==> config.mk <==
export PLATFORM = sky130hd
export DESIGN_NAME = wapc_div
export DESIGN_NICKNAME = d
export VERILOG_FILES = /design/src/design/wapc_pkg.sv /design/src/design/wapc_div.sv
export SDC_FILE = /design/constraint.sdc
export NUM_CORES = 1
export LEC_CHECK = 0
export BUFFER_PORTS_ARGS = -buffer_cell sky130_fd_sc_hd__buf_2
export CAP_MARGIN = 20
export CORE_MARGIN = 5
export CORE_UTILIZATION = 51
export DETAILED_ROUTE_END_ITERATION = 6
export PLACE_DENSITY = 0.77
export SETUP_SLACK_MARGIN = 0.1
export SLEW_MARGIN = 20
export SYNTH_ARGS = -nofsm -noshare
export SYNTH_HDL_FRONTEND = slang
export SYNTH_SLANG_ARGS = --single-unit
==> constraint.sdc <==
create_clock -name clk -period 2.7 [get_ports clk]
set_clock_uncertainty 0.05 [all_clocks]
set_input_delay 0.81 -clock clk [delete_from_list [all_inputs] [get_ports clk]]
set_output_delay 0.81 -clock clk [all_outputs]
set_load 0.05 [all_outputs]
==> src/design/wapc_pkg.sv <==
// Shared types, constants and helpers for the windowed accuracy-per-cost core.
package wapc_pkg;

  localparam int WindowMax = 256;
  localparam int PtrW      = $clog2(WindowMax);
  localparam int CntW      = PtrW + 1;
  localparam int ElemW     = 16;
  localparam int AccW      = 24;
  localparam int TotW      = 25;
  localparam int RingW     = 1 + 2 * ElemW;
  localparam int DivNumW   = 33;
  localparam int DivDenW   = TotW;
  localparam int DivSteps  = DivNumW;
  localparam int StepW     = $clog2(DivSteps + 1);
  localparam int MetricW   = 32;
  localparam int RatioW    = 17;

  localparam logic [1:0] LABEL_NONE   = 2'd0;
  localparam logic [1:0] LABEL_FIRST  = 2'd1;
  localparam logic [1:0] LABEL_SECOND = 2'd2;

  typedef enum logic [3:0] {
    ST_IDLE,
    ST_UPDATE,
    ST_DIV_EFF,
    ST_WAIT_EFF,
    ST_DIV_ENE,
    ST_WAIT_ENE,
    ST_DIV_RAT,
    ST_WAIT_RAT,
    ST_LOAD
  } state_t;

  typedef struct packed {
    logic                      start;
    logic [DivNumW-1:0]        dividend;
    logic [DivDenW-1:0]        divisor;
  } div_req_t;

  typedef struct packed {
    logic                      done;
    logic [DivNumW-1:0]        quotient;
  } div_rsp_t;

  // Add one element to a running sum, clamping to the signed accumulator range.
  function automatic logic signed [AccW-1:0] sat_acc(input logic signed [AccW-1:0] acc,
                                                     input logic signed [ElemW-1:0] elem);
    logic signed [AccW:0] sum;
    sum = {acc[AccW-1], acc} + {{(AccW+1-ElemW){elem[ElemW-1]}}, elem};
    if (sum[AccW] != sum[AccW-1]) begin
      sat_acc = sum[AccW] ? {1'b1, {(AccW-1){1'b0}}} : {1'b0, {(AccW-1){1'b1}}};
    end else begin
      sat_acc = sum[AccW-1:0];
    end
  endfunction

endpackage

==> src/design/wapc_div.sv <==
// Shared restoring divider: one quotient bit per cycle.
module wapc_div (
  input  logic               clk,
  input  logic               rst_n,
  input  wapc_pkg::div_req_t req,
  output wapc_pkg::div_rsp_t rsp
);

  logic                                busy_r, busy_nxt;
  logic                                done_r, done_nxt;
  logic [wapc_pkg::StepW-1:0]          cnt_r, cnt_nxt;
  logic [wapc_pkg::DivDenW-1:0]        rem_r, rem_nxt;
  logic [wapc_pkg::DivDenW-1:0]        den_r, den_nxt;
  logic [wapc_pkg::DivNumW-1:0]        quo_r, quo_nxt;
  logic [wapc_pkg::DivDenW:0]          partial;
  logic [wapc_pkg::DivDenW:0]          diff;

  // Shift in the next dividend bit and try one subtract
  always_comb begin
    partial  = {rem_r, quo_r[wapc_pkg::DivNumW-1]};
    diff     = partial - {1'b0, den_r};
    busy_nxt = busy_r;
    done_nxt = 1'b0;
    cnt_nxt  = cnt_r;
    rem_nxt  = rem_r;
    den_nxt  = den_r;
    quo_nxt  = quo_r;
    if (busy_r) begin
      quo_nxt = {quo_r[wapc_pkg::DivNumW-2:0], ~diff[wapc_pkg::DivDenW]};
      rem_nxt = diff[wapc_pkg::DivDenW] ? partial[wapc_pkg::DivDenW-1:0]
                                        : diff[wapc_pkg::DivDenW-1:0];
      cnt_nxt = cnt_r + 1'b1;
      if (cnt_r == wapc_pkg::StepW'(wapc_pkg::DivSteps - 1)) begin
        busy_nxt = 1'b0;
        done_nxt = 1'b1;
      end
    end else if (req.start) begin
      busy_nxt = 1'b1;
      cnt_nxt  = '0;
      rem_nxt  = '0;
      den_nxt  = req.divisor;
      quo_nxt  = req.dividend;
    end
  end

  always_ff @(posedge clk) begin
    if (!rst_n) begin
      busy_r <= 1'b0;
      done_r <= 1'b0;
      cnt_r  <= '0;
    end else begin
      busy_r <= busy_nxt;
      done_r <= done_nxt;
      cnt_r  <= cnt_nxt;
    end
  end

  always_ff @(posedge clk) begin
    rem_r <= rem_nxt;
    den_r <= den_nxt;
    quo_r <= quo_nxt;
  end

  assign rsp.done     = done_r;
  assign rsp.quotient = quo_r;

endmodule

Word level (Yosys, flattened, before mapping). Cells that the tools add are included.

Input bits: 61. Output and inout bits: 34. Word-level logic and storage cells: 25. Bits in registers: 91.

Add/sub/neg operators: 2. Bitwise logic cells: 2. Muxes and demuxes: 11. Reductions and logical operators: 3. Equality and inequality tests: 1.

Operators by type and width (count): 2-to-1 mux 25 bit (3); 2-to-1 mux 33 bit (2); subtractor 26 x 25 -> 26 bit (1); 2-to-1 mux 6 bit (2); adder 6 x 1 -> 6 bit (second input constant) (1); == test 6 bit (second input constant) (1); 2-to-1 mux 1 bit (4); AND reduction 2 bit (2); inverter 1 bit (2); nonzero test 2 bit (1).

Longest topological paths before layout. Gate-level depths: netlist (run 1).

Depth in word-level cells: 3. Mapped depth: 13.

Worst setup path after synthesis (run 1). No wires, ideal clock.

Path kind: flip-flop to flip-flop. Start: register quo_r[32] (netlist bit). End: register rem_r[22] (netlist bit), data pin. Setup slack: -361 ps. Data arrival time: 2823 ps. Required time: 2462 ps. Clock period less this slack: 3061 ps. Buffers on the path: 0. Cell stages (with the launch flop): 12. Cell sequence: edfxtp_1 -> inv_1 -> ha_1 -> fa_1 -> nor2b_1 -> o31a_1 -> o21a_1 -> o21ai_1 -> a211oi_1 -> o211ai_1 -> and3_1 -> o41ai_1.

Cells in the longest elaborated chain, start to end: 3.

Ends and longest elaborated chain: from (decl) (line wapc_div.sv:14) `logic [wapc_pkg::DivNumW-1:0] quo_r, quo_nxt;`; from (signal assigned) (line wapc_div.sv:61) `quo_r <= quo_nxt;`; subtractor 26 x 25 -> 26 bit (line wapc_div.sv:21) `diff = partial - {1'b0, den_r};`; 2-to-1 mux 25 bit (line wapc_div.sv:30) `rem_nxt = diff[wapc_pkg::DivDenW] ? partial[wapc_pkg::DivDenW-1:0]`; 2-to-1 mux 25 bit (line wapc_div.sv:28) `if (busy_r) begin`; to (signal assigned) (line wapc_div.sv:59) `rem_r <= rem_nxt;`; to (decl) (line wapc_div.sv:12) `logic [wapc_pkg::DivDenW-1:0] rem_r, rem_nxt;`.

Every way passes these cells. A chain may end at the register's enable or synchronous reset.

Final worst setup path (run 1).
Start: register rem_r[9] (netlist bit). End: register rem_r[3] (netlist bit), data pin.

Cells in the longest elaborated chain, start to end: 3.

Ends and longest elaborated chain (line): subtractor 26 x 25 -> 26 bit (wapc_div.sv:21); 2-to-1 mux 25 bit (wapc_div.sv:30); 2-to-1 mux 25 bit (wapc_div.sv:28).

Every way passes these cells.

==> run metrics, run 1 <==
largest net degree at the start of global routing 71; DP HPWL between 7 and 8 mm; GRT busiest layer met2; RSZ-0062 raised after global routing yes; Tot Pwr 4.36 mW; status complete, but fails checks; R2R depth 10; final wirelength ~11 mm; aggregate global routing overflow 0; initial antenna violation count 0; GRT met3 Usage 8.63%; Hold Path Class reg -> reg; worst hold slack 477 ps; Sink Count 91; GRT met2 Usage roughly 30%; post-route setup TNS -5520 ps; routing usage on met1 22.4%; share of cells above drive strength 1 between 30% and 40%; H-tree levels 3; PortBufs 94; DRC viols 0; core area 0.00973 mm2; Cell variety after synth 51; Yosys top cell area share approximately 49%; CTS max path bufs 2; Internal 2.87 mW; antenna viol nets, final 0; die width roughly 110 um; global-route wire length before repair roughly 17 mm; CTS tree done; #FFs+latches synth 91; failing checks setup timing; Nets about 660; final hold vios 0; row count 36; post-synthesis sequential area ratio between 50% and 60%; number of max-slew violations in the final report 0; Root Driver clkbuf_8; count leader, synth edfxtp_1; Slew HR 67.8%; Hold Buf Count CTS 0; vias 3730; Top FF cell, synth edfxtp_1; number of global-route vias before repair ~3800; Initial Util 52.0%; Cells after Synth 424; Avg Cell Area, Syn 11.9 um2; crit share post-route 109%; Leak ~2.8 nW; worst-margin pin slew between 400 and 500 ps; IR drop worst, VDD 0.458 mV; die footprint about 0.012 mm2; post-synth top area cell edfxtp_1; synth cell count leaders edfxtp_1 (83), inv_1 (33), mux2_2 (32); crit-path max cell delay 480 ps; CP Capture Type register; final number of setup-violating endpoints 26; Comb pwr share 39.3%; worst-path maximum fanout 16; # fillers a little under 800; vias per cell between 5 and 6; Antenna diodes 0; switching part of the total power ~34%; Num CTS Buffers 9; DR iter-0 viols 146; drt wl/cell 15.2 um; main area contributors after synthesis edfxtp_1 (49%), mux2_2 (7.1%), ha_1 (6.7%); FFs w/ async S/R, synth 0%; Placer Congestion 0.869; CP cell instances ha_1 -> and3_4 -> or4_4 -> o211ai_2 -> o21ai_1 -> a21oi_2 -> xor2_4 -> buf_12 -> mux2i_1 -> nor2b_1; Power Dens Cells ~700 mW/mm2; crit path DAT about 3000 ps; Area growth, synth to finish 26.2%; Post-synth EDFFs 83; final setup margin -242 ps; net switching power roughly 1.5 mW; Skew-Pair Late Insertion Delay 380 ps; Top-Level Pins 95; syn_nets 513; first drt pass iteration count 4; hold path cells 2; fmax 0.340 GHz; Flop pwr share 41.7%; die span in y roughly 110 um; synthesized cell area 0.00506 mm2; Final min period 2940 ps; Synth Warn # 0; Clk pwr share 19.0%; GRT Overall Usage 18.6%; Setup CP Type reg -> reg; worst path required time 2780 ps; Setup crit start kind register; max-cap viol count 0; CP max-delay cell or4_4; Clock Pin Slew Worst Setup and Hold Paths 90 ps
## kinds of logic (layout without fill, tap and decap cells)
kind of cell | Yosys count | after routing | share of synthesized area [%]
AND/OR/NAND/NOR | 106 | 106 | 10.7
multiplexers | 56 | 56 | 11.9
flip-flops | 91 | 91 | 52.4
AO/OA/AOI/OAI | 79 | 79 | 10.6
XOR/XNOR | 19 | 19 | 3.43
adder cells (fa/ha/maj) | 28 | 28 | 7.07
buffers and inverters | 45 | 200 | 3.95
## through the flow
| step | cells | utilization [%] | cell area [um2] | worst slack [ps] |
|---|---|---|---|---|
| 5_1_grt | 712 | 65.7 | 6390 | -347 |
| 3_3_place_gp | 688 | 62.6 | 6090 | -182 |
| 3_5_place_dp | 688 | 62.6 | 6090 | -301 |
| 6_report | 712 | 65.7 | 6390 | -242 |
| 2_1_floorplan | 424 | - | 5100 | -179 |
| 4_1_cts | 708 | 64.9 | 6320 | -218 |
## power groups by stage
stage                     registers [mW]  clock network, mW  logic [mW]
after floorplan                     2.02                  0       0.980
after global placement              1.84                  0        1.59
final                               1.82              0.828        1.71
after detailed placement            1.84                  0        1.63
after global routing                1.83              0.920        1.86
after CTS                           1.82              0.862        1.68
## worst max-delay path, delay by kind of cell (launching register included)
kind	cells	cell delay, ps
AOI/OAI and AO/OA	3	500
muxes	1	200
xor gates and xnor gates	1	250
and+or+nand+nor	3	720
buffers and inverters	1	200
adders and majority gates	1	340
DFF	1	440
## path summary, 6_finish.rpt
path / start / end / slack, ps
setup / recovery: rem_r[9] / rem_r[3] / -240
hold / removal: cnt_r[5] / cnt_r[5] / 480
setup reg to reg: rem_r[9] / rem_r[3] / -240
hold reg to reg: cnt_r[5] / cnt_r[5] / 480
## layout make-up
class | count | area, um2 | area share (%)
Timing Repair Buffer | 151 | 952 | 14.9
Inverter | 33 | 124 | 1.94
Sequential cell | 91 | 2650 | 41.5
Clock inverter | 6 | 38.8 | 0.607
Clock buffer | 10 | 128 | 2.00
Tap cell | 133 | 166 | 2.60
Multi-Input combinational cell | 288 | 2330 | 36.4
## per-layer routing
layer  part of all wire, %  wire length, um
met1                    43             4670
met2                    48             5190
met3                   8.1              876
met4                   1.1              120
met5                     0                0
## sequential cells by signal (all words and copies together) (netlist names)
| name | count |
|---|---|
| done_r | 1 |
| rem_r | 25 |
| quo_r | 33 |
| den_r | 25 |
| cnt_r | 6 |
| busy_r | 1 |
## layout by cell type (no fill, tap or decap), types with 3 or more instances in the layout
| cell type | synthesis | routed |
|---|---|---|
| a21o_1 | 11 | 11 |
| a21oi_1 | 20 | 16 |
| a21oi_2 | 1 | 5 |
| a311oi_1 | 4 | 3 |
| and2_1 | 4 | 4 |
| and3_1 | 5 | 4 |
| buf_12 | 1 | 4 |
| buf_2 | 0 | 94 |
| buf_4 | 2 | 52 |
| clkbuf_8 | 0 | 9 |
| dfxtp_1 | 8 | 7 |
| edfxtp_1 | 83 | 83 |
| ha_1 | 27 | 23 |
| ha_4 | 0 | 4 |
| inv_1 | 33 | 32 |
| inv_6 | 0 | 3 |
| mux2_2 | 32 | 32 |
| mux2i_1 | 24 | 24 |
| nand2_1 | 16 | 16 |
| nand3_1 | 7 | 7 |
| nor2_1 | 29 | 29 |
| nor2b_1 | 24 | 24 |
| nor3_1 | 9 | 9 |
| o21a_1 | 6 | 6 |
| o21ai_0 | 12 | 11 |
| or2_2 | 3 | 3 |
| xnor2_1 | 14 | 14 |
| xor2_1 | 4 | 4 |
## repair_timing
action,CTS,global route
setup endpoints to repair,26,26
pin swaps,1,1
endpoints found under the hold margin,0,0
setup buffers,4,4
gates resized for setup,5,7
Power figures use the tool's default switching activity.
==> inputs of run 2 (changes only) <==
--- a/config.mk
+++ b/config.mk
@@ -10,6 +10,7 @@
 export CORE_MARGIN = 5
 export CORE_UTILIZATION = 51
 export DETAILED_ROUTE_END_ITERATION = 6
+export MAX_ROUTING_LAYER = met4
 export PLACE_DENSITY = 0.77
 export SETUP_SLACK_MARGIN = 0.1
 export SLEW_MARGIN = 20
==> run metrics, run 2 (synthesis results as in run 1) <==
fmax 0.341 GHz (+0.25%); most frequent cells in the layout buf_2 (94), edfxtp_1 (83), buf_4 (52); Skew-Pair Late Insertion Delay 380 ps (about the same); R2R Setup Slk -230 ps (about the same); die span in y 110 um (unchanged); vias 3716 (-0.38%); max FFs per register 33 (unchanged); worst-path maximum fanout 16 (unchanged); CP bufs+invs 1 (unchanged); global-route wire length before repair 17.3 mm (about the same); final core utilization 65.7% (unchanged); CP max-delay cell or4_4; DP HPWL 7.70 mm (unchanged); PortBufs 94 (unchanged); Top reg by flops quo_r; GRT Overall Usage 19.1% (+0.53 points); CTS max path bufs 2 (unchanged); CP cell instances ha_1 -> and3_4 -> or4_4 -> o211ai_2 -> o21ai_1 -> a21oi_2 -> xor2_4 -> buf_12 -> mux2i_1 -> nor2b_1; Setup crit start rem_r[9]; row count 36 (unchanged); Sink Count 91 (unchanged); final hold vios 0 (unchanged); drt wl/cell 15.2 um (-0.30%); antenna viol nets, final 0 (unchanged); crit path DAT 3020 ps (about the same); Top-Level Pins 95 (unchanged); Nets 663 (unchanged); R2R depth 10 (unchanged); number of max-slew violations in the final report 0 (unchanged); CTS tree done; first drt pass iteration count 4 (unchanged); Tot Pwr 4.36 mW (about the same); initial antenna violation count 0 (unchanged); worst flop-to-flop path startpoint rem_r[9]; DR iter-0 viols 130 (-11%); worst-margin pin slew 478 ps (-3.68 ps); vias per cell 5.22 (-0.38%); Clock Pin Slew Worst Setup and Hold Paths 90 ps (about the same); number of global-route vias before repair 3765 (-0.13%); DRC viols 0 (unchanged); worst path required time 2790 ps (about the same); cell depth of the worst setup path 10 (unchanged); die width 110 um (unchanged); crit share post-route 109% (-0.27 points); final wirelength 10.8 mm (-0.30%); Antenna diodes 0 (unchanged); Final min period 2930 ps (-7.27 ps); Area growth, synth to finish 26.2% (unchanged); core area 0.00973 mm2 (unchanged); DP Area 0.00609 mm2 (unchanged); RSZ-0062 raised after global routing yes; crit-path max cell delay 480 ps (about the same); status complete, but fails checks; failing checks setup timing; commonest non-fill, non-tap cell in the layout buf_2; H-tree levels 3 (unchanged); worst hold slack 477 ps (+0.0640 ps); Initial Util 52.0% (unchanged); final setup margin -235 ps (+7.26 ps); max-cap viol count 0 (unchanged); aggregate global routing overflow 0 (unchanged); Power Dens Cells 682 mW/mm2 (about the same); die footprint 0.0120 mm2 (unchanged); design area 0.00639 mm2 (unchanged); Slew HR 68.1% (+0.25 points); Root Driver clkbuf_8; Critical Path Sink rem_r[3]; Cells after DPL 688 (unchanged); post-route setup TNS -5310 ps (+215 ps); CP Capture Type register; registers with the most flip-flops quo_r: 33 flops, den_r: 25 flops, rem_r: 25 flops; post-place setup slack -301 ps (unchanged); share of cells above drive strength 1 38.2% (unchanged); Placer Congestion 0.883 (+1.6%); final number of setup-violating endpoints 26 (unchanged); # fillers 793 (unchanged); Setup crit start kind register; largest net degree at the start of global routing 71 (unchanged); Worst R2R End rem_r[3]; Leak 2.83 nW (unchanged); Num CTS Buffers 9 (unchanged); Setup CP Type reg -> reg; Hold Buf Count CTS 0 (unchanged); CP top delay family simple AND/OR/NAND/NOR gates; Hold Path Class reg -> reg; fin cells 712 (unchanged); IR drop worst, VDD 0.459 mV (+0.17%)
==> run 2: cell counts in the layout (fill, tap and decap cells not counted) <==
No cell type changed its count.
==> run 2: layout make-up <==
type	count	area (um2)	share of cell area (%)
flip-flops and latches	91	2650	41.5
repair buffers	151	952	14.9
clock inverters	6	38.8	0.607
well taps	133	166	2.60
inverters	33	124	1.94
clock buffers	10	128	2.00
multi-input cells	288	2330	36.4
==> run 2: layer usage <==
layer | vias to the layer above | track usage [%] | share of wire, %
met5 | - | - | 0
met1 | 1739 | 23.7 | 44
met3 | 14 | 6.64 | 6.1
met2 | 100 | 30.0 | 49
li1 | 1863 | - | -
met4 | 0 | 5.25 | 0.99
==> run 2: worst min-delay path by stage <==
| stage | from | end | cells past startpoint |
|---|---|---|---|
| floorplan | cnt_r[4] | cnt_r[4] | 1 |
| global placement | cnt_r[5] | cnt_r[5] | 2 |
| detailed placement | cnt_r[4] | cnt_r[4] | 1 |
| CTS | cnt_r[4] | cnt_r[4] | 1 |
| global route | req[22] | den_r[22] | 1 |
| finish | cnt_r[5] | cnt_r[5] | 2 |
==> run 2: timing repair <==
item | CTS | global route
endpoints found under the setup margin | 26 | 26
pin swaps | 1 | 1
resized for setup | 5 | 7
setup buffers | 4 | 4
==> run 2: power breakdown <==
group / switching [mW] / leakage [nW] / internal, mW / total [mW]
registers: 0.0864 / 0.904 / 1.73 / 1.82
logic: 0.905 / 1.83 / 0.806 / 1.71
clock network: 0.494 / 0.0865 / 0.337 / 0.831
total: 1.48 / 2.83 / 2.87 / 4.36
==> run 2: tightest hold or removal path: cells and delay by family (launching register included) <==
kind	cells	cell delay [ps]
AOI/OAI and AO/OA	2	150
DFF	1	330
==> inputs of run 3 (changes only) <==
--- a/config.mk
+++ b/config.mk
@@ -5,13 +5,16 @@
 export SDC_FILE = /design/constraint.sdc
 export NUM_CORES = 1
 export LEC_CHECK = 0
-export BUFFER_PORTS_ARGS = -buffer_cell sky130_fd_sc_hd__buf_2
+export BUFFER_PORTS_ARGS = -buffer_cell sky130_fd_sc_hd__buf_4
 export CAP_MARGIN = 20
+export CELL_PAD_IN_SITES_DETAIL_PLACEMENT = 0
+export CELL_PAD_IN_SITES_GLOBAL_PLACEMENT = 1
 export CORE_MARGIN = 5
-export CORE_UTILIZATION = 51
+export CORE_UTILIZATION = 40
 export DETAILED_ROUTE_END_ITERATION = 6
+export GPL_TIMING_DRIVEN = 0
 export MAX_ROUTING_LAYER = met4
-export PLACE_DENSITY = 0.77
+export PLACE_DENSITY_LB_ADDON = 0.1
 export SETUP_SLACK_MARGIN = 0.1
 export SLEW_MARGIN = 20
 export SYNTH_ARGS = -nofsm -noshare
==> run metrics, run 3 (synthesis results as in run 1) <==
status complete, but fails checks; failing checks setup timing; commonest non-fill, non-tap cell in the layout buf_4; Hold Startpoint cnt_r[5]; Setup crit start kind register; Cells after DPL 691 (+0.44%); aggregate global routing overflow 0 (unchanged); design area 0.00669 mm2 (+4.7%); fin cells 725 (+1.8%); GRT Overall Usage 15.7% (-3.4 points); Final min period 2900 ps (-34.9 ps); Worst R2R End rem_r[15]; worst flop-to-flop path startpoint rem_r[10]; Top reg by flops quo_r; Seq. cell area 0.00265 mm2 (about the same); M1 WL 4.95 mm (+3.1%); Top-Level Pins 95 (unchanged); Area growth, synth to finish 32.0%; # fillers 1133 (+43%); CP top delay family simple AND/OR/NAND/NOR gates; DRC viols 0 (unchanged); Placer Congestion 0.786 (-11%); max FFs per register 33 (unchanged); final hold vios 0 (unchanged); Sink Count 91 (unchanged); highest metal layer with signal wires met4; core area 0.0125 mm2 (+29%); Num CTS Buffers 9 (unchanged); fmax 0.345 GHz (+1.2%); number of global-route vias before repair 3810 (+1.2%); post-route setup TNS -3700 ps (+1610 ps); die span in y 123 um (+12%); Power Dens Cells 729 mW/mm2 (+6.9%); antenna viol nets, final 0 (unchanged); CP max-delay cell or4_4; Slew HR 64.7% (-3.3 points); final setup margin -200 ps (+34.9 ps); hold path endpoint cnt_r[5]; R2R depth 11 (+1); worst-path maximum fanout 5 (-11); CTS tree done; met2 WL post-DR 5.22 mm (-0.55%); die footprint 0.0150 mm2 (+25%); H-tree levels 3 (unchanged); DR iter-0 viols 207 (+59%); worst-margin pin slew 529 ps (+50.7 ps); final wirelength 11.1 mm (+2.1%); die width 123 um (+12%); PortBufs 94 (unchanged); multi-input logic area 0.00238 mm2 (+2.3%); R2R Setup Slk -200 ps (+30 ps); CP bufs+invs 2 (+1); IR drop worst, VDD 0.461 mV (+0.46%); most frequent cells in the layout buf_4 (109), edfxtp_1 (83), mux2_2 (32); worst path required time 2740 ps (-50 ps); Setup CP Type reg -> reg; Leak 2.81 nW (-0.36%); max-cap viol count 0 (unchanged); RSZ-0062 raised after global routing yes; vias 3652 (-1.7%); Antenna diodes 0 (unchanged); drt wl/cell 15.2 um (+0.29%); final number of setup-violating endpoints 26 (unchanged); post-place setup slack -423 ps (-122 ps); DP Area 0.00605 mm2 (-0.60%); global-route wire length before repair 17.9 mm (+3.1%); Hold Path Class reg -> reg; number of max-slew violations in the final report 0 (unchanged); Clock Pin Slew Worst Setup and Hold Paths 70 ps (-20 ps); row count 41 (+14%); vias per cell 5.04 (-3.5%); WL met3 726 um (+9.8%); Hold Buf Count CTS 0 (unchanged); Root Driver clkbuf_16; initial antenna violation count 0 (unchanged); registers with the most flip-flops quo_r: 33 flops, den_r: 25 flops, rem_r: 25 flops; final core utilization 53.4% (-12 points); Skew-Pair Late Insertion Delay 340 ps (-40 ps); share of cells above drive strength 1 36.0% (-2.2 points); hold path cells 2 (unchanged); crit-path max cell delay 530 ps (+50 ps); crit path DAT 2940 ps (-80 ps); CTS max path bufs 2 (unchanged); CP Capture Type register; crit share post-route 107% (-1.3 points); Initial Util 40.5% (-12 points); DP HPWL 7.79 mm (+1.2%); Nets 637 (-3.9%); largest net degree at the start of global routing 55 (-23%); CP cell instances ha_4 -> and3_4 -> or4_4 -> o211ai_4 -> o21ai_2 -> a21oi_2 -> xor2_2 -> buf_6 -> buf_12 -> mux2i_2 -> nor2b_1; first drt pass iteration count 4 (unchanged)
-- run 3: cell types whose count changed in the layout (fill, tap and decap cells not counted), moves of 2 or more --
cell / previous run / this run
a21oi_1: 16 / 19
a21oi_2: 5 / 2
buf_16: 0 / 3
buf_2: 94 / 0
buf_4: 52 / 109
clkbuf_1: 1 / 9
clkbuf_16: 0 / 9
clkbuf_8: 9 / 0
ha_1: 23 / 19
ha_2: 0 / 2
ha_4: 4 / 6
inv_1: 32 / 27
inv_2: 1 / 4
-- run 3: how the worst max path moves through the flow --
stage | from | end | slack (ps) | depth (start not counted)
final | rem_r[10] | rem_r[15] | -200 | 11
after global routing | den_r[1] | rem_r[15] | -370 | 13
after CTS | rem_r[10] | rem_r[15] | -220 | 11
after detailed placement | rem_r[7] | rem_r[13] | -420 | 12
after global placement | req[58] | cnt_r[4] | -650 | 4
after floorplan | quo_r[32] | rem_r[22] | -180 | 11
-- run 3: layout make-up --
cell class / instances / area share (%)
clock inverters: 6 / 1.07
well taps: 172 / 3.22
clock buffers: 10 / 3.42
inverters: 33 / 1.89
flip-flops and latches: 91 / 39.7
repair buffers: 113 / 13.8
plain buffers: 12 / 1.33
multi-input cells: 288 / 35.6
-- run 3: report_power, final --
group          internal [mW]  switching [mW]
Sequential              1.73          0.0841
Clock                  0.730           0.567
Combinational          0.852           0.909
Total                   3.31            1.56
-- run 3: repair_timing --
action / CTS / global route
pin swaps: 22 / 10
resized for setup: 20 / 14
cloned: 1 / 0
setup endpoints to repair: 26 / 26
setup buffers: 12 / 4
-- run 3: worst min-delay path: stages, from the launching register on --
cell and delay, ps:
dfxtp_1 320, o211ai_1 90, a21oi_1 60
-- run 3: per-stage QoR --
| step | power [mW] | hold WS [ps] |
|---|---|---|
| 2_1_floorplan | 3.00 | 425 |
| 3_3_place_gp | 3.36 | 444 |
| 3_5_place_dp | 3.38 | 456 |
| 4_1_cts | 4.89 | 466 |
| 5_1_grt | 5.15 | 498 |
| 6_report | 4.87 | 462 |
-- run 3: metal layers --
metal | track usage [%] | up-vias
met2 | 24.8 | 94
met3 | 6.13 | 13
met4 | 4.13 | 0
met1 | 18.8 | 1745
li1 | - | 1800
met5 | - | -
